--- src/sv/assert_macros.svh ---
// Assertion macros used by the top level of the sentence parser.
`ifndef ASSERT_MACROS_SVH
`define ASSERT_MACROS_SVH

// Same-cycle implication, sampled on clk, off while rst_n is low.
`define NSP_ASSERT(lbl, ante, cons, msg) \
  lbl: assert property (@(posedge clk) disable iff (!rst_n) (ante) |-> (cons)) \
    else $error(msg);

// Next-cycle implication, sampled on clk, off while rst_n is low.
`define NSP_ASSERT_NEXT(lbl, ante, cons, msg) \
  lbl: assert property (@(posedge clk) disable iff (!rst_n) (ante) |=> (cons)) \
    else $error(msg);

`endif

--- src/sv/nsp_fifo.sv ---
// Small register FIFO used for the operation queue and the result queue.
module nsp_fifo #(
  parameter type T     = logic [7:0],
  parameter int  DEPTH = 4
) (
  input  logic clk,
  input  logic rst_n,
  input  logic push,
  input  T     din,
  output logic full,
  input  logic pop,
  output T     dout,
  output logic empty
);
  localparam int AW = (DEPTH > 1) ? $clog2(DEPTH) : 1;
  localparam int CW = $clog2(DEPTH + 1);

  T mem_r [DEPTH];
  logic [AW-1:0] wp_r, rp_r, wp_nxt, rp_nxt;
  logic [CW-1:0] cnt_r, cnt_nxt;
  logic do_push, do_pop;

  assign full    = (cnt_r == CW'(DEPTH));
  assign empty   = (cnt_r == '0);
  assign do_push = push && !full;
  assign do_pop  = pop && !empty;
  assign dout    = mem_r[rp_r];

  always_comb begin
    wp_nxt  = (wp_r == AW'(DEPTH - 1)) ? '0 : AW'(wp_r + 1'b1);
    rp_nxt  = (rp_r == AW'(DEPTH - 1)) ? '0 : AW'(rp_r + 1'b1);
    cnt_nxt = cnt_r;
    if (do_push && !do_pop) cnt_nxt = CW'(cnt_r + 1'b1);
    if (do_pop && !do_push) cnt_nxt = CW'(cnt_r - 1'b1);
  end

  always_ff @(posedge clk) begin
    if (!rst_n) begin
      wp_r  <= '0;
      rp_r  <= '0;
      cnt_r <= '0;
    end else begin
      if (do_push) wp_r <= wp_nxt;
      if (do_pop) rp_r <= rp_nxt;
      cnt_r <= cnt_nxt;
    end
  end

  always_ff @(posedge clk) begin
    if (do_push) mem_r[wp_r] <= din;
  end
endmodule

--- config.mk ---
export PLATFORM = sky130hd
export DESIGN_NAME = nsp_fifo
export DESIGN_NICKNAME = d
export VERILOG_FILES = /design/src/sv/assert_macros.svh /design/src/sv/nsp_fifo.sv
export SDC_FILE = /design/constraint.sdc
export NUM_CORES = 1
export LEC_CHECK = 0
export BUFFER_PORTS_ARGS = -buffer_cell sky130_fd_sc_hd__buf_2
export CORE_ASPECT_RATIO = 1.1
export CORE_MARGIN = 5
export CORE_UTILIZATION = 34
export DETAILED_ROUTE_END_ITERATION = 10
export PLACE_DENSITY = 0.58
export SETUP_SLACK_MARGIN = 0.15
export SLEW_MARGIN = 20
export SYNTH_ARGS = -nofsm -noshare
export SYNTH_HDL_FRONTEND = slang
export SYNTH_SLANG_ARGS = --single-unit
--- constraint.sdc ---
create_clock -name clk -period 2.5 [get_ports clk]
set_clock_uncertainty 0.15 [all_clocks]
set_input_delay 0.5 -clock clk [delete_from_list [all_inputs] [get_ports clk]]
set_output_delay 0.5 -clock clk [all_outputs]
set_load 0.03 [all_outputs]
==> flow_results.xml, run 1 <==
<?xml version="1.0" encoding="UTF-8"?>
<metrics>
  <group name="outcome">
    <metric name="status" unit="">finished clean</metric>
  </group>
  <group name="worst_setup_path">
    <metric name="setup.worst_path.start" unit="">cnt_r[1]</metric>
    <metric name="timing.critical_path.slowest_stage_cell" unit="">dfxtp_1</metric>
    <metric name="timing.critical_path.required" unit="ns">2.56</metric>
    <metric name="critical_path.cell_chain" unit="">nor3b_4, nor2b_2, inv_1, ha_2, inv_1, fa_2, xor2_1, or3_1, a21boi_1</metric>
    <metric name="cp.buffers_inverters" unit="">2</metric>
    <metric name="timing.critical_path.from_type" unit="">flop</metric>
    <metric name="r2r_start" unit="">cnt_r[1]</metric>
    <metric name="path_class" unit="">reg -&gt; reg</metric>
    <metric name="timing.critical_path.arrival" unit="ns">2.20</metric>
    <metric name="worst_setup_end_kind" unit="">flop</metric>
    <metric name="timing.critical_path.slowest_cell_delay" unit="ns">0.38</metric>
    <metric name="path_max_fanout" unit="">7</metric>
    <metric name="critPathTopFamily" unit="">simple AND/OR/NAND/NOR gates</metric>
    <metric name="critical_path.most_common_cell" unit="">inv_1</metric>
  </group>
  <group name="clock_network">
    <metric name="cts_tree" unit="">done</metric>
    <metric name="clkSlewWorstSetupHoldPaths" unit="ns">0.07</metric>
    <metric name="cts.path.max_buffers" unit="">2</metric>
    <metric name="insertion_delay" unit="ns">0.28</metric>
    <metric name="h_tree_depth_reported_by_cts" unit="">2</metric>
    <metric name="cts.root.buffer_cell" unit="">clkbuf_8</metric>
    <metric name="number_of_buffers_inserted_during_clock_tree_synthesis" unit="">5</metric>
    <metric name="numClockSinks" unit="">41</metric>
  </group>
  <group name="pwr">
    <metric name="leakagePower" unit="nW">0.694</metric>
    <metric name="p_int" unit="mW">1.31</metric>
    <metric name="p_seq_share" unit="%">47.0</metric>
    <metric name="power_density" unit="nW/um^2">996</metric>
    <metric name="netSwitchingFraction" unit="%">31.8</metric>
    <metric name="power_switching" unit="mW">0.611</metric>
    <metric name="pwr-share-comb" unit="%">30.9</metric>
    <metric name="power.clock.fraction" unit="%">22.1</metric>
    <metric name="vdd.ir_drop.worst" unit="mV">0.473</metric>
    <metric name="post-layout-total-power" unit="mW">1.92</metric>
  </group>
  <group name="layout">
    <metric name="fin_nets" unit="">143</metric>
    <metric name="final-instance-count-excl-fill" unit="">181</metric>
    <metric name="insertedDiodeCount" unit="">0</metric>
    <metric name="area_growth_syn_to_layout" unit="%">17.3</metric>
    <metric name="drive_above_1_share" unit="%">35.2</metric>
  </group>
  <group name="sta">
    <metric name="finalHoldViolCount" unit="">0</metric>
    <metric name="slew-limit-headroom" unit="%">69.4</metric>
    <metric name="final-max-slew-violation-count" unit="">0</metric>
    <metric name="totalNegativeSetupSlack" unit="ns">0</metric>
    <metric name="finalWorstSetupSlack" unit="ns">0.357</metric>
    <metric name="unrepaired_setup_endpoints_after_global_routing" unit="">false</metric>
    <metric name="final.hold.worst_slack" unit="ns">0.281</metric>
    <metric name="max_clock_freq" unit="MHz">467</metric>
    <metric name="timing.final.crit_share" unit="%">85.7</metric>
    <metric name="worst_pin_slew" unit="ns">0.459</metric>
    <metric name="report.final.setup_viol" unit="">0</metric>
    <metric name="finalCriticalPeriod" unit="ns">2.14</metric>
  </group>
  <group name="global_routing">
    <metric name="gr-usage-all-layers" unit="%">9.68</metric>
    <metric name="grt_antenna_before_repair" unit="">0</metric>
    <metric name="grt_max_degree" unit="">13</metric>
    <metric name="grt_pass1_wl" unit="microns">4730</metric>
    <metric name="grt_pass1_vias" unit="">955</metric>
    <metric name="grt.overflow.total" unit="">0</metric>
  </group>
  <group name="synth">
    <metric name="synth-seq-area-share" unit="%">69.4</metric>
    <metric name="netlist_top_cells_area" unit="">edfxtp_1 (58%), dfxtp_1 (11%), mux4_2 (11%), ha_1 (4.6%), and2_1 (2.3%)</metric>
    <metric name="synth.yosys.warnings" unit="">0</metric>
    <metric name="postSynthCellCount" unit="">98</metric>
    <metric name="synth_top_cell_by_area" unit="">edfxtp_1</metric>
    <metric name="netlist_area" unit="sq um">1640</metric>
    <metric name="post-synth-top-area-fraction" unit="%">58.4</metric>
    <metric name="nets_in_the_synthesized_netlist" unit="">117</metric>
    <metric name="synth.ff_latch_count" unit="">41</metric>
    <metric name="post_synth.cell_area_avg" unit="sq um">16.8</metric>
    <metric name="synth_cell_type_count" unit="">22</metric>
  </group>
  <group name="route">
    <metric name="route.detailed.wl_per_inst" unit="microns">15.7</metric>
    <metric name="post-route-drc-count" unit="">0</metric>
    <metric name="first_iter_violations" unit="">19</metric>
    <metric name="total_routed_length" unit="microns">2840</metric>
    <metric name="total_via_count_in_the_routed_design" unit="">874</metric>
    <metric name="detailed_route_vias_per_instance" unit="">4.83</metric>
    <metric name="number_of_nets_with_antenna_violations_after_detailed_routing" unit="">0</metric>
    <metric name="dr.pass1.iters" unit="">4</metric>
  </group>
  <group name="die">
    <metric name="design.core.area" unit="sq um">4680</metric>
    <metric name="fp.dieArea" unit="sq um">6330</metric>
    <metric name="die-width" unit="microns">76.3</metric>
    <metric name="fp.dieH" unit="microns">82.9</metric>
    <metric name="initial_utilization" unit="%">35.1</metric>
    <metric name="floorplan.rows" unit="">26</metric>
    <metric name="io_pins" unit="">22</metric>
  </group>
  <group name="place">
    <metric name="post-dp-hpwl" unit="microns">2090</metric>
    <metric name="gp_congestion" unit="">0.692</metric>
    <metric name="dp_worst_setup_slack" unit="ns">0.234</metric>
    <metric name="placed_cells" unit="">173</metric>
    <metric name="port-buffer-count" unit="">21</metric>
  </group>
  <group name="hold_path">
    <metric name="hold_class" unit="">in -&gt; reg</metric>
    <metric name="hold_path_startpoint" unit="">din[2]</metric>
  </group>
  <group name="run">
    <metric name="maxCapViolCount" unit="">0</metric>
  </group>
</metrics>
[through the flow]
stage	area [sq um]	utilization, %
6_report	1930	41.2
2_1_floorplan	1660	-
3_5_place_dp	1830	39.1
4_1_cts	1920	41.0
5_1_grt	1930	41.2
3_3_place_gp	1830	39.1
[routing by layer]
layer | part of all wire (%) | global-route usage (%) | vias up
li1 | - | - | 408
met1 | 42 | 10.9 | 441
met2 | 52 | 16.5 | 20
met3 | 5.2 | 3.90 | 5
met4 | 1.3 | 3.34 | 0
met5 | 0 | 0 | -
[logic make-up (layout without fill, tap and decap cells)]
kind of cell / after synthesis / count (layout) / share of synthesized area (%)
AO/OA/AOI/OAI: 6 / 6 / 2.13
AND/OR/NAND/NOR: 21 / 21 / 6.77
multiplexers: 10 / 10 / 12.2
buffers and inverters: 11 / 38 / 2.66
flip-flops: 41 / 41 / 69.4
XOR/XNOR: 2 / 2 / 1.07
adder cells (fa/ha/maj): 7 / 7 / 5.78
[worst reg2reg max path, stage by stage (launching register included)]
cell and delay (ns):
dfxtp_1 0.38, nor3b_4 0.22, nor2b_2 0.11, inv_1 0.07
ha_2 0.18, inv_1 0.06, fa_2 0.33, xor2_1 0.15
or3_1 0.30, a21boi_1 0.14
[Yosys cell counts]
| master | instances |
|---|---|
| inv_1 | 7 |
| and2_1 | 6 |
| fa_1 | 1 |
| mux2i_1 | 2 |
| nor2b_1 | 1 |
| xnor2_1 | 1 |
| o31ai_1 | 1 |
| ha_1 | 6 |
| a21boi_0 | 1 |
| nor3_1 | 1 |
| o21ai_0 | 4 |
| clkbuf_1 | 2 |
| xor2_1 | 1 |
| or3_1 | 1 |
| buf_2 | 2 |
| nor3b_2 | 1 |
| edfxtp_1 | 32 |
| dfxtp_1 | 9 |
| nand3_1 | 2 |
| nand2_1 | 7 |
| nor2_1 | 2 |
| mux4_2 | 8 |
[area by class of cell]
cell class	instances	area [sq um]
Inverter	7	26.3
Fill cell	462	2760
Timing Repair Buffer	23	120
Multi-Input combinational cell	46	478
Sequential cell	41	1140
Clock buffer	8	90.1
Tap cell	56	70.1
[state kept, by name (all words and copies together) (netlist names), named ones only]
name	cells
mem_r	32
cnt_r	3
rp_r	2
wp_r	2
[timing repair]
| item | CTS | global route |
|---|---|---|
| endpoints found under the setup margin | 0 | 2 |
| setup buffers | 0 | 0 |
| gates resized for setup | 0 | 2 |
| hold buffers | 0 | 0 |
[final timing paths]
check | end | slack [ns] | depth (start not counted)
worst max-delay path | cnt_r[2] | 0.36 | 9
worst min-delay path | mem_r[2][2] | 0.28 | 1
worst max register to register | cnt_r[2] | 0.36 | 9
worst min register to register | wp_r[1] | 0.35 | 2
[power groups by stage]
stage,Combinational (mW),Sequential [mW],Clock [mW]
global route,0.658,0.914,0.470
finish,0.593,0.903,0.425
global placement,0.589,0.909,0
CTS,0.605,0.903,0.438
detailed placement,0.604,0.918,0
floorplan,0.459,0.888,0
[layout by cell type (no fill, tap or decap), types with 4 or more instances in the layout]
cell type  Yosys  final
edfxtp_1      32     32
buf_2          2     21
mux4_2         8      8
inv_1          7      7
nand2_1        7      7
dfxtp_1        9      7
and2_1         6      6
clkbuf_8       0      6
ha_1           6      5
o21ai_0        4      4
(Power assumes the default switching activity.)
==> inputs of run 2 (changes only) <==
RECOVER_POWER = 25   (was default)
==> run 2 against run 1 <==
Compared with the run above: non-clock buffer count is the same; largest power group unchanged; die area is the same; highest routed layer unchanged; critical path depth is the same; power is essentially flat.
==> flow_results.xml, run 2 (same netlist as run 1, synthesis figures left out) <==
<?xml version="1.0" encoding="UTF-8"?>
<metrics>
  <group name="outcome">
    <metric name="status" unit="">finished clean</metric>
  </group>
  <group name="global_routing">
    <metric name="gr-usage-all-layers" unit="%">9.68</metric>
    <metric name="grt_pass1_vias" unit="">955</metric>
    <metric name="grt.overflow.total" unit="">0</metric>
    <metric name="grt_antenna_before_repair" unit="">0</metric>
    <metric name="grt_max_degree" unit="">13</metric>
    <metric name="grt_pass1_wl" unit="microns">4730</metric>
  </group>
  <group name="clock_network">
    <metric name="clkSlewWorstSetupHoldPaths" unit="ns">0.07</metric>
    <metric name="cts.path.max_buffers" unit="">2</metric>
    <metric name="h_tree_depth_reported_by_cts" unit="">2</metric>
    <metric name="number_of_buffers_inserted_during_clock_tree_synthesis" unit="">5</metric>
    <metric name="cts.root.buffer_cell" unit="">clkbuf_8</metric>
    <metric name="insertion_delay" unit="ns">0.28</metric>
    <metric name="numClockSinks" unit="">41</metric>
    <metric name="cts_tree" unit="">done</metric>
  </group>
  <group name="sta">
    <metric name="timing.final.crit_share" unit="%">85.7</metric>
    <metric name="max_clock_freq" unit="MHz">467</metric>
    <metric name="final-max-slew-violation-count" unit="">0</metric>
    <metric name="slew-limit-headroom" unit="%">69.4</metric>
    <metric name="finalHoldViolCount" unit="">0</metric>
    <metric name="final.hold.worst_slack" unit="ns">0.303</metric>
    <metric name="worst_pin_slew" unit="ns">0.459</metric>
    <metric name="finalCriticalPeriod" unit="ns">2.14</metric>
    <metric name="unrepaired_setup_endpoints_after_global_routing" unit="">false</metric>
    <metric name="totalNegativeSetupSlack" unit="ns">0</metric>
    <metric name="report.final.setup_viol" unit="">0</metric>
  </group>
  <group name="route">
    <metric name="total_via_count_in_the_routed_design" unit="">874</metric>
    <metric name="dr.pass1.iters" unit="">4</metric>
    <metric name="met3_length" unit="microns">159</metric>
    <metric name="post-route-drc-count" unit="">0</metric>
    <metric name="route.detailed.wl_per_inst" unit="microns">15.7</metric>
    <metric name="m1WireLength" unit="microns">1170</metric>
    <metric name="dr.max_layer_used" unit="">met4</metric>
    <metric name="first_iter_violations" unit="">19</metric>
    <metric name="detailed_route_vias_per_instance" unit="">4.83</metric>
    <metric name="detailroute.wirelength.met2" unit="microns">1470</metric>
    <metric name="number_of_nets_with_antenna_violations_after_detailed_routing" unit="">0</metric>
    <metric name="total_routed_length" unit="microns">2840</metric>
  </group>
  <group name="worst_setup_path">
    <metric name="critical_path.most_common_cell" unit="">inv_1</metric>
    <metric name="setup.worst_path.start" unit="">cnt_r[1]</metric>
    <metric name="timing.critical_path.slowest_cell_delay" unit="ns">0.38</metric>
    <metric name="cp.buffers_inverters" unit="">2</metric>
    <metric name="worst_r2r_path_depth" unit="">9</metric>
    <metric name="path_class" unit="">reg -&gt; reg</metric>
    <metric name="timing.critical_path.required" unit="ns">2.56</metric>
    <metric name="timing.critical_path.slowest_stage_cell" unit="">dfxtp_1</metric>
    <metric name="r2r_start" unit="">cnt_r[1]</metric>
    <metric name="timing.critical_path.arrival" unit="ns">2.20</metric>
    <metric name="worst_setup_end_kind" unit="">flop</metric>
    <metric name="timing.critical_path.depth" unit="">9</metric>
    <metric name="critPathTopFamily" unit="">simple AND/OR/NAND/NOR gates</metric>
    <metric name="timing.critical_path.from_type" unit="">flop</metric>
    <metric name="critical_path.cell_chain" unit="">nor3b_4, nor2b_2, inv_1, ha_2, inv_1, fa_2, xor2_1, or3_1, a21boi_1</metric>
    <metric name="path_max_fanout" unit="">7</metric>
  </group>
  <group name="layout">
    <metric name="insertedDiodeCount" unit="">0</metric>
    <metric name="number_of_inserted_filler_cells_in_the_final_layout" unit="">467</metric>
    <metric name="largest_reg_flops" unit="">32</metric>
    <metric name="layout.core_utilization" unit="%">41.0</metric>
    <metric name="area_growth_syn_to_layout" unit="%">16.8</metric>
    <metric name="most_common_library_cell_in_the_layout_ignoring_fill_and_taps" unit="">edfxtp_1</metric>
    <metric name="biggestRegsByFlops" unit="">mem_r x32, cnt_r x3</metric>
    <metric name="final-instance-count-excl-fill" unit="">181</metric>
    <metric name="top_register" unit="">mem_r</metric>
    <metric name="drive_above_1_share" unit="%">30.4</metric>
    <metric name="mostFrequentLayoutCells" unit="">edfxtp_1 (32), buf_2 (15), mux4_2 (8), clkbuf_1 (8)</metric>
    <metric name="fin_nets" unit="">143</metric>
  </group>
  <group name="hold_path">
    <metric name="hold_class" unit="">in -&gt; reg</metric>
    <metric name="timing.hold.worst_path_depth" unit="">1</metric>
    <metric name="hold_path_startpoint" unit="">din[0]</metric>
  </group>
  <group name="die">
    <metric name="design.core.area" unit="sq um">4680</metric>
    <metric name="fp.dieArea" unit="sq um">6330</metric>
    <metric name="initial_utilization" unit="%">35.1</metric>
    <metric name="io_pins" unit="">22</metric>
    <metric name="floorplan.rows" unit="">26</metric>
    <metric name="die-width" unit="microns">76.3</metric>
    <metric name="fp.dieH" unit="microns">82.9</metric>
  </group>
  <group name="run">
    <metric name="maxCapViolCount" unit="">0</metric>
  </group>
  <group name="pwr">
    <metric name="vdd.ir_drop.worst" unit="mV">0.473</metric>
    <metric name="leakagePower" unit="nW">0.677</metric>
    <metric name="power_density" unit="nW/um^2">999</metric>
  </group>
  <group name="place">
    <metric name="gp_congestion" unit="">0.692</metric>
    <metric name="placed_cells" unit="">173</metric>
    <metric name="port-buffer-count" unit="">21</metric>
    <metric name="post-dp-hpwl" unit="microns">2090</metric>
  </group>
</metrics>
-- run 2: layer usage --
metal  vias up  GRT usage [%]
li1        408              -
met1       441           10.9
met2        20           16.5
met3         5           3.90
met4         0           3.34
met5         -              0
-- run 2: where the power goes --
part / internal (mW) / switching [mW]
Combinational: 0.247 / 0.345
Sequential: 0.836 / 0.0670
Clock: 0.225 / 0.200
-- run 2: path summary, 6_finish.rpt --
check	end	slack (ns)
min	mem_r[0][0]	0.30
min reg2reg	wp_r[1]	0.35
max	cnt_r[2]	0.36
max reg2reg	cnt_r[2]	0.36
-- run 2: area by class of cell --
type / instances / area (sq um) / area share (%)
Sequential cell: 41 / 1140 / 59.5
Inverter: 7 / 26.3 / 1.37
Clock buffer: 8 / 90.1 / 4.69
Multi-Input combinational cell: 46 / 478 / 24.9
Tap cell: 56 / 70.1 / 3.65
Timing Repair Buffer: 23 / 113 / 5.86
-- run 2: timing repair --
item                                    CTS  global route
hold buffers                              0             0
endpoints found under the setup margin    0             2
setup buffers                             0             0
gates resized for setup                   0             2
-- run 2: metrics by stage --
stage	setup slack [ns]	power, mW	cell area, sq um
floorplan	0.165	1.35	1660
global placement	0.293	1.50	1830
detailed placement	0.234	1.52	1830
CTS	0.270	1.95	1920
global route	0.227	2.04	1920
finish	0.357	1.92	1920
