==> src/sv/assert_macros.svh <==
// Assertion macros used by the top level of the sentence parser.
`ifndef ASSERT_MACROS_SVH
`define ASSERT_MACROS_SVH

// Same-cycle implication, sampled on clk, off while rst_n is low.
`define NSP_ASSERT(lbl, ante, cons, msg) \
  lbl: assert property (@(posedge clk) disable iff (!rst_n) (ante) |-> (cons)) \
    else $error(msg);

// Next-cycle implication, sampled on clk, off while rst_n is low.
`define NSP_ASSERT_NEXT(lbl, ante, cons, msg) \
  lbl: assert property (@(posedge clk) disable iff (!rst_n) (ante) |=> (cons)) \
    else $error(msg);

`endif

==> src/sv/nsp_pkg.sv <==
// Types, codes and lookup functions of the NMEA sentence parser.
package nsp_pkg;

  localparam int MAX_SENTENCE_DEF = 128;
  localparam int OPQ_DEPTH        = 4;
  localparam int OUTQ_DEPTH       = 2;
  localparam int NSLOT            = 10;

  localparam logic [4:0]  NO_ERROR  = 5'd31;
  localparam logic [4:0]  FIELD_SAT = 5'd31;
  localparam logic [29:0] ACC_SAT   = 30'd999999999;
  localparam logic [29:0] ACC_LIM   = 30'd99999999;
  localparam logic [3:0]  FIX_MAX   = 4'd9;

  localparam logic [7:0] CH_DOLLAR = 8'h24;
  localparam logic [7:0] CH_LF     = 8'h0A;
  localparam logic [7:0] CH_CR     = 8'h0D;
  localparam logic [7:0] CH_STAR   = 8'h2A;
  localparam logic [7:0] CH_COMMA  = 8'h2C;
  localparam logic [7:0] CH_DOT    = 8'h2E;
  localparam logic [7:0] CH_MINUS  = 8'h2D;
  localparam logic [7:0] CH_ZERO   = 8'h30;
  localparam logic [7:0] CH_NINE   = 8'h39;
  localparam logic [7:0] CH_A      = 8'h41;
  localparam logic [7:0] CH_F      = 8'h46;
  localparam logic [7:0] CH_N      = 8'h4E;
  localparam logic [7:0] CH_S      = 8'h53;
  localparam logic [7:0] CH_E      = 8'h45;
  localparam logic [7:0] CH_W      = 8'h57;
  localparam logic [7:0] CH_V      = 8'h56;
  localparam logic [7:0] CH_G      = 8'h47;
  localparam logic [7:0] CH_P      = 8'h50;
  localparam logic [7:0] CH_R      = 8'h52;
  localparam logic [7:0] CH_M      = 8'h4D;
  localparam logic [7:0] CH_C      = 8'h43;

  typedef enum logic [1:0] {
    KIND_NONE = 2'd0,
    KIND_GGA  = 2'd1,
    KIND_RMC  = 2'd2
  } kind_t;

  typedef enum logic [3:0] {
    TY_NONE, TY_TIME, TY_LAT, TY_LON, TY_NS, TY_EW,
    TY_STAT, TY_FIXQ, TY_SATS, TY_HDOP, TY_ALT, TY_DATE
  } ftype_t;

  // One operation from the front to the back: a staged write, a commit, or both.
  typedef struct packed {
    logic        wr;
    logic        commit;
    logic [3:0]  slot;
    ftype_t      ftype;
    logic        sat;
    logic [2:0]  k;
    logic        neg;
    logic [29:0] ip;
    logic [13:0] frac;
    kind_t       kind;
    logic        ok;
    logic [9:0]  mask;
  } op_t;

  typedef struct packed {
    kind_t              kind;
    logic               ok;
    logic [27:0]        utc_time;
    logic [29:0]        lat;
    logic [1:0]         lat_h;
    logic [30:0]        lon;
    logic [1:0]         lon_h;
    logic [3:0]         fix;
    logic [6:0]         sats;
    logic [13:0]        hdop;
    logic signed [20:0] alt;
    logic [18:0]        date;
  } out_rec_t;

  function automatic ftype_t field_type(kind_t k, logic [4:0] f);
    ftype_t t;
    t = TY_NONE;
    unique case (k)
      KIND_GGA: begin
        case (f)
          5'd1: t = TY_TIME;
          5'd2: t = TY_LAT;
          5'd3: t = TY_NS;
          5'd4: t = TY_LON;
          5'd5: t = TY_EW;
          5'd6: t = TY_FIXQ;
          5'd7: t = TY_SATS;
          5'd8: t = TY_HDOP;
          5'd9: t = TY_ALT;
          default: t = TY_NONE;
        endcase
      end
      KIND_RMC: begin
        case (f)
          5'd1: t = TY_TIME;
          5'd2: t = TY_STAT;
          5'd3: t = TY_LAT;
          5'd4: t = TY_NS;
          5'd5: t = TY_LON;
          5'd6: t = TY_EW;
          5'd9: t = TY_DATE;
          default: t = TY_NONE;
        endcase
      end
      default: t = TY_NONE;
    endcase
    return t;
  endfunction

  function automatic logic [3:0] slot_of(ftype_t t);
    logic [3:0] s;
    unique case (t)
      TY_TIME: s = 4'd0;
      TY_LAT:  s = 4'd1;
      TY_NS:   s = 4'd2;
      TY_LON:  s = 4'd3;
      TY_EW:   s = 4'd4;
      TY_STAT, TY_FIXQ: s = 4'd5;
      TY_SATS: s = 4'd6;
      TY_HDOP: s = 4'd7;
      TY_ALT:  s = 4'd8;
      TY_DATE: s = 4'd9;
      default: s = 4'd0;
    endcase
    return s;
  endfunction

endpackage

==> src/sv/nsp_fifo.sv <==
// Small register FIFO used for the operation queue and the result queue.
module nsp_fifo #(
  parameter type T     = logic [7:0],
  parameter int  DEPTH = 4
) (
  input  logic clk,
  input  logic rst_n,
  input  logic push,
  input  T     din,
  output logic full,
  input  logic pop,
  output T     dout,
  output logic empty
);
  localparam int AW = (DEPTH > 1) ? $clog2(DEPTH) : 1;
  localparam int CW = $clog2(DEPTH + 1);

  T mem_r [DEPTH];
  logic [AW-1:0] wp_r, rp_r, wp_nxt, rp_nxt;
  logic [CW-1:0] cnt_r, cnt_nxt;
  logic do_push, do_pop;

  assign full    = (cnt_r == CW'(DEPTH));
  assign empty   = (cnt_r == '0);
  assign do_push = push && !full;
  assign do_pop  = pop && !empty;
  assign dout    = mem_r[rp_r];

  always_comb begin
    wp_nxt  = (wp_r == AW'(DEPTH - 1)) ? '0 : AW'(wp_r + 1'b1);
    rp_nxt  = (rp_r == AW'(DEPTH - 1)) ? '0 : AW'(rp_r + 1'b1);
    cnt_nxt = cnt_r;
    if (do_push && !do_pop) cnt_nxt = CW'(cnt_r + 1'b1);
    if (do_pop && !do_push) cnt_nxt = CW'(cnt_r - 1'b1);
  end

  always_ff @(posedge clk) begin
    if (!rst_n) begin
      wp_r  <= '0;
      rp_r  <= '0;
      cnt_r <= '0;
    end else begin
      if (do_push) wp_r <= wp_nxt;
      if (do_pop) rp_r <= rp_nxt;
      cnt_r <= cnt_nxt;
    end
  end

  always_ff @(posedge clk) begin
    if (do_push) mem_r[wp_r] <= din;
  end
endmodule

==> src/sv/nsp_back.sv <==
// Back end: fixed-point conversion pipeline, staged and held values, result queue.
module nsp_back (
  input  logic              clk,
  input  logic              rst_n,
  input  logic              op_avail,
  input  nsp_pkg::op_t      op_in,
  output logic              op_take,
  input  logic              out_pop,
  output logic              out_empty,
  output nsp_pkg::out_rec_t out_rec
);
  import nsp_pkg::*;

  logic adv, outq_full, fire;
  op_t  a_r, b_r, c_r, d_r, e_r;
  logic a_v_r, b_v_r, c_v_r, d_v_r, e_v_r;

  logic [29:0] a_ip;
  logic [13:0] a_fr;
  logic [29:0] b_ip_r, c_ip_r;
  logic [13:0] b_fr_r, c_fr_r;
  logic [60:0] c_prod_r;
  logic [30:0] c_simple_r, d_simple_r, e_simple_r;
  logic [23:0] c_q, d_q_r;
  logic [25:0] c_m50, d_m50_r;
  logic [47:0] e_qe7_r;
  logic [57:0] e_d3_r;

  logic [30:0] b_simple;
  logic [17:0] b_tcap;
  logic [16:0] b_acap;
  logic [19:0] b_altv;
  logic [16:0] b_altn;
  logic [3:0]  b_fr10_hi, b_fr1000;
  logic [9:0]  b_fr10;
  logic [6:0]  b_fr100;
  logic [6:0]  c_rem;
  logic [19:0] c_m;
  logic [47:0] e_lv;
  logic [30:0] e_val;

  logic [30:0] staged_r [NSLOT];
  logic [30:0] held_r   [NSLOT];
  logic [30:0] held_nxt [NSLOT];
  out_rec_t rec;

  assign adv     = !(e_v_r && e_r.commit && outq_full);
  assign op_take = adv;
  assign fire    = e_v_r && adv;

  // Stage A: integer and fraction parts, fraction scaled to four digits.
  always_comb begin
    if (a_r.sat) begin
      case (a_r.k)
        3'd0: begin a_ip = 30'd999999999; a_fr = 14'd0;    end
        3'd1: begin a_ip = 30'd99999999;  a_fr = 14'd9000; end
        3'd2: begin a_ip = 30'd9999999;   a_fr = 14'd9900; end
        3'd3: begin a_ip = 30'd999999;    a_fr = 14'd9990; end
        default: begin a_ip = 30'd99999;  a_fr = 14'd9999; end
      endcase
    end else begin
      a_ip = a_r.ip;
      case (a_r.k)
        3'd1: a_fr = 14'(a_r.frac * 14'd1000);
        3'd2: a_fr = 14'(a_r.frac * 14'd100);
        3'd3: a_fr = 14'(a_r.frac * 14'd10);
        3'd4: a_fr = a_r.frac;
        default: a_fr = 14'd0;
      endcase
    end
  end

  // Stage B: simple fields, and the reciprocal product for degrees.
  always_comb begin
    b_fr10_hi = 4'd0;
    b_fr10   = 10'((b_fr_r * 31'd52429) >> 19);
    b_fr100  = 7'((b_fr_r * 27'd5243) >> 19);
    b_fr1000 = 4'((b_fr_r * 28'd8389) >> 23);
    b_tcap   = (b_ip_r > 30'd235959) ? 18'd235959 : 18'(b_ip_r);
    b_acap   = (b_ip_r > 30'd100000) ? 17'd100000 : 17'(b_ip_r);
    b_altv   = 20'(b_acap * 20'd10 + 20'(b_fr1000));
    b_altn   = (b_altv > 20'd99999) ? 17'd99999 : 17'(b_altv);
    case (b_r.ftype)
      TY_TIME: b_simple = 31'(b_tcap * 28'd1000 + 28'(b_fr10));
      TY_FIXQ: b_simple = (b_ip_r > 30'd9) ? 31'd9 : 31'(b_ip_r);
      TY_SATS: b_simple = (b_ip_r > 30'd99) ? 31'd99 : 31'(b_ip_r);
      TY_DATE: b_simple = (b_ip_r > 30'd311299) ? 31'd311299 : 31'(b_ip_r);
      TY_HDOP: b_simple = (b_ip_r > 30'd99) ? 31'd9999
                          : 31'(b_ip_r * 30'd100 + 30'(b_fr100));
      TY_ALT: begin
        if (b_r.neg) b_simple = 31'(21'd0 - 21'(b_altn));
        else b_simple = (b_altv > 20'd999999) ? 31'd999999 : 31'(b_altv);
      end
      default: b_simple = 31'(b_ip_r[1:0]) | 31'(b_fr10_hi);
    endcase
  end

  // Stage C: whole degrees, and minutes in units of 1e-4 of a minute.
  always_comb begin
    c_q   = c_prod_r[60:37];
    c_rem = 7'(c_ip_r - 30'(c_q * 24'd100));
    c_m   = 20'(c_rem * 20'd10000 + 20'(c_fr_r));
    c_m50 = 26'(c_m * 26'd50);
  end

  // Final stage: combine and clamp degrees; other fields pass through.
  always_comb begin
    e_lv = e_qe7_r + 48'(e_d3_r[57:33]);
    case (e_r.ftype)
      TY_LAT:  e_val = (e_lv > 48'd999999999) ? 31'd999999999 : 31'(e_lv);
      TY_LON:  e_val = (e_lv > 48'd1899999999) ? 31'd1899999999 : 31'(e_lv);
      default: e_val = e_simple_r;
    endcase
  end

  always_comb begin
    for (int i = 0; i < NSLOT; i++) begin
      held_nxt[i] = held_r[i];
      if (e_r.commit && e_r.mask[i]) begin
        held_nxt[i] = (e_r.wr && (e_r.slot == 4'(i))) ? e_val : staged_r[i];
      end
    end
    rec.kind     = e_r.kind;
    rec.ok       = e_r.ok;
    rec.utc_time = held_nxt[0][27:0];
    rec.lat      = held_nxt[1][29:0];
    rec.lat_h    = held_nxt[2][1:0];
    rec.lon      = held_nxt[3][30:0];
    rec.lon_h    = held_nxt[4][1:0];
    rec.fix      = held_nxt[5][3:0];
    rec.sats     = held_nxt[6][6:0];
    rec.hdop     = held_nxt[7][13:0];
    rec.alt      = held_nxt[8][20:0];
    rec.date     = held_nxt[9][18:0];
  end

  always_ff @(posedge clk) begin
    if (!rst_n) begin
      a_v_r <= 1'b0; b_v_r <= 1'b0; c_v_r <= 1'b0; d_v_r <= 1'b0; e_v_r <= 1'b0;
      for (int i = 0; i < NSLOT; i++) held_r[i] <= '0;
    end else if (adv) begin
      a_v_r <= op_avail; b_v_r <= a_v_r; c_v_r <= b_v_r; d_v_r <= c_v_r; e_v_r <= d_v_r;
      if (fire && e_r.commit) begin
        for (int i = 0; i < NSLOT; i++) held_r[i] <= held_nxt[i];
      end
    end
  end

  always_ff @(posedge clk) begin
    if (adv) begin
      a_r <= op_in;
      b_r <= a_r; b_ip_r <= a_ip; b_fr_r <= a_fr;
      c_r <= b_r; c_ip_r <= b_ip_r; c_fr_r <= b_fr_r; c_simple_r <= b_simple;
      c_prod_r <= 61'(b_ip_r) * 61'd1374389535;
      d_r <= c_r; d_q_r <= c_q; d_m50_r <= c_m50; d_simple_r <= c_simple_r;
      e_r <= d_r; e_simple_r <= d_simple_r;
      e_qe7_r <= 48'(d_q_r) * 48'd10000000;
      e_d3_r  <= 58'(d_m50_r) * 58'h0AAAAAAAB;
    end
    if (fire && e_r.wr) staged_r[e_r.slot] <= e_val;
  end

  nsp_fifo #(.T(out_rec_t), .DEPTH(OUTQ_DEPTH)) u_outq (
    .clk   (clk),
    .rst_n (rst_n),
    .push  (fire && e_r.commit),
    .din   (rec),
    .full  (outq_full),
    .pop   (out_pop),
    .dout  (out_rec),
    .empty (out_empty)
  );
endmodule
==> config.mk <==
export PLATFORM = sky130hd
export DESIGN_NAME = nsp_back
export DESIGN_NICKNAME = d
export VERILOG_FILES = /design/src/sv/assert_macros.svh /design/src/sv/nsp_pkg.sv /design/src/sv/nsp_fifo.sv /design/src/sv/nsp_back.sv
export SDC_FILE = /design/constraint.sdc
export NUM_CORES = 2
export LEC_CHECK = 0
export BUFFER_PORTS_ARGS = -buffer_cell sky130_fd_sc_hd__buf_2
export CAP_MARGIN = 5
export CORE_MARGIN = 3
export CORE_UTILIZATION = 61
export CTS_BUF_LIST = sky130_fd_sc_hd__clkbuf_8
export CTS_CLUSTER_DIAMETER = 40
export DETAILED_ROUTE_END_ITERATION = 6
export PLACE_DENSITY = 0.77
export SETUP_SLACK_MARGIN = 0.05
export SLEW_MARGIN = 10
export SYNTH_ARGS = -nofsm -noshare
export SYNTH_HDL_FRONTEND = slang
export SYNTH_SLANG_ARGS = --single-unit
export TNS_END_PERCENT = 10
==> constraint.sdc <==
create_clock -name clk -period 23.8 [get_ports clk]
set_clock_uncertainty 0.15 [all_clocks]
set_input_delay 1.19 -clock clk [delete_from_list [all_inputs] [get_ports clk]]
set_output_delay 1.19 -clock clk [all_outputs]
set_load 0.01 [all_outputs]
==> reports/metrics.cfg <==
[global_route]
grt_pass1_wl_mm = 374
grt_usage_pct = 29.6
antenna_found_initial = 4
first_global_vias = 67282
overflow = 0
grt_max_degree = 77

[clock_tree]
insertion_delay_ns = 0.91
cts-root-buf = clkbuf_8
cts_tree = done
htree_num_levels = 4
hold_buffers = 0
cts_resized = 0
cts.reportedPaths.clkPinSlew_ns = 0.06
clock_path_buffers = 3
cts_setup_buffers = 0
cts_made_buffers = 191
clock-sinks = 1110

[critical_path]
startpoint_type = flip-flop
arrival_ns = 11.21
crit_path_end_kind = flip-flop
cp.required_ns = 24.29
crit_type = flip-flop to flip-flop
crit_fanout = 17
max_stage_delay_ns = 0.90
slowest_stage = edfxtp_1
crit_top_cell = ha_1

[synthesis]
avgSynthCellArea_sq_um = 11.4
synth.net_count = 10783
yosysTopAreaCellShare_pct = 34.3
syn_inst = 8399
netlist_area_sq_mm = 0.0962
yosysUniqueCellTypes = 94
synth_edf_count = 1100
synth_largest_area_cell = edfxtp_1
synth_warnings = 0
yosysMostFrequentCell = inv_1
ys_top_cells_by_area = edfxtp_1, fa_1, ha_1, inv_1, xnor2_1
ys_ff_latch = 1110
ys_seq_area_share_pct = 34.6
synthArstFlopShare_pct = 0
synthTopCellsByCount = inv_1, ha_1, edfxtp_1
ys.flop_type = edfxtp_1

[route]
antenna_left = 0
routedWlPerCell_um = 21.6
dr_total_vias = 64105
drt_wl_total_mm = 237
initialDrtViolationCount = 5458
viasPerCell = 5.85
drt_first_pass_iters = 7
drc = 1

[timing]
final-max-slew-violation-count = 0
rsz0062_at_grt = false
relSlewSlack_pct = 13.6
tightest_slew_ns = 1.26
tns_ns = 0
setup_viol = 0
finalCriticalPeriod_ns = 10.72
max_freq_mhz = 93.2
period_share_pct = 45.1
hold_viol_final = 0

[run_status]
failed_checks = design-rule violations
status = finished, violations left

[die]
die_area_sq_mm = 0.162
die_h_um = 403
rows = 145
design.core.area_sq_mm = 0.156
die_w_um = 403
pin_count = 239
initial_core_util_pct = 61.5

[run]
cap_violations = 0

[cells_and_area]
fin_nets = 11133
stdcell_count = 10967
drive_above_1_share_pct = 9.27
syn_to_final_growth_pct = 8.04

[place]
dp.cells = 10614
io_buffer_count = 238
place.gp.congestion = 0.982
dp_hpwl_mm = 187

[worst_hold_path]
worstHoldPathType = flip-flop to flip-flop

[worst max-delay path, delay by kind of cell, from the launching register on]
kind | cells | cell delay, ns
buf+inv | 6 | 0.63
simple gates | 14 | 3.66
fa+ha+maj | 9 | 3.03
xor+xnor | 2 | 0.29
compound gates | 10 | 1.79
flops | 1 | 0.90
[flip-flops by register name, summed over array words and instances, names as in the netlist, 24 cells and up, named ones only]
register	count
e_d3_r	25
held_r	158
c_prod_r	24
staged_r	158
b_ip_r	30
u_outq.mem_r	322
d_m50_r	25
e_qe7_r	41
c_simple_r	31
e_simple_r	31
d_simple_r	31
d_q_r	24
a_r	72
b_r	24
[layout by cell type, fill, tap and decap left out, types with 57 or more instances in the layout]
master	netlist	final
a211oi_1	65	65
a21o_1	122	122
a21oi_1	281	280
and2_1	65	62
buf_2	10	238
buf_4	1	76
clkbuf_8	0	199
edfxtp_1	1100	1100
fa_1	913	913
ha_1	1395	1395
inv_1	1572	1622
mux2_2	168	168
nand2_1	401	399
nand3_1	110	109
nor2_1	421	413
nor2b_1	57	57
nor3_1	97	94
o21a_1	75	75
o21ai_0	222	222
o31ai_1	68	68
o32ai_1	60	60
or3_1	59	59
xnor2_1	242	242
xor2_1	91	91
[final timing paths]
check / start / endpoint / slack, ns / cells past startpoint
hold reg to reg: c_r[64]$_DFFE_PN_ / d_r[64]$_DFFE_PN_ / 0.26 / 0
hold / removal: c_r[64]$_DFFE_PN_ / d_r[64]$_DFFE_PN_ / 0.26 / 0
setup / recovery: b_fr_r[6]$_SDFFCE_PP0N_ / c_simple_r[14]$_DFFE_PN_ / 13.08 / 41
setup reg to reg: b_fr_r[6]$_SDFFCE_PP0N_ / c_simple_r[14]$_DFFE_PN_ / 13.08 / 41
[cells by family after synthesis]
group | Yosys count | share of synthesized area (%)
adders and majority gates | 2308 | 37.2
muxes | 219 | 2.50
buffers and inverters | 1730 | 6.77
and+or+nand+nor | 1438 | 7.07
DFF | 1110 | 34.6
xor gates and xnor gates | 333 | 3.03
AOI/OAI and AO/OA | 1261 | 8.91
[per-stage QoR]
stage	hold slack, ns	setup WS (ns)	utilization, %	instance area [sq um]
final	0.257	13.08	66.4	104000
after global routing	0.242	12.22	66.4	104000
after CTS	0.217	13.07	66.4	104000
after detailed placement	0.255	13.13	63.9	100000
after global placement	0.251	13.18	63.9	100000
after floorplan	0.250	5.89	-	96200
[metal layers]
layer  global-route usage [%]  share of wire (%)
met5                        0             0.0055
met4                     10.7                3.8
met3                     4.67                6.8
met2                     49.1                 48
met1                     39.7                 42
[area by class of cell]
type | instances | area (sq um)
diodes | 3 | 7.51
clock buffers | 199 | 2740
clock inverters | 151 | 1140
fillers | 11769 | 52500
inverters | 1573 | 5900
multi-input cells | 5559 | 56500
flip-flops and latches | 1110 | 33200
well taps | 2058 | 2570
repair buffers | 314 | 1760
Power is not shown: default switching activity piles up to over one toggle a cycle in this logic, so the estimate is an artifact.
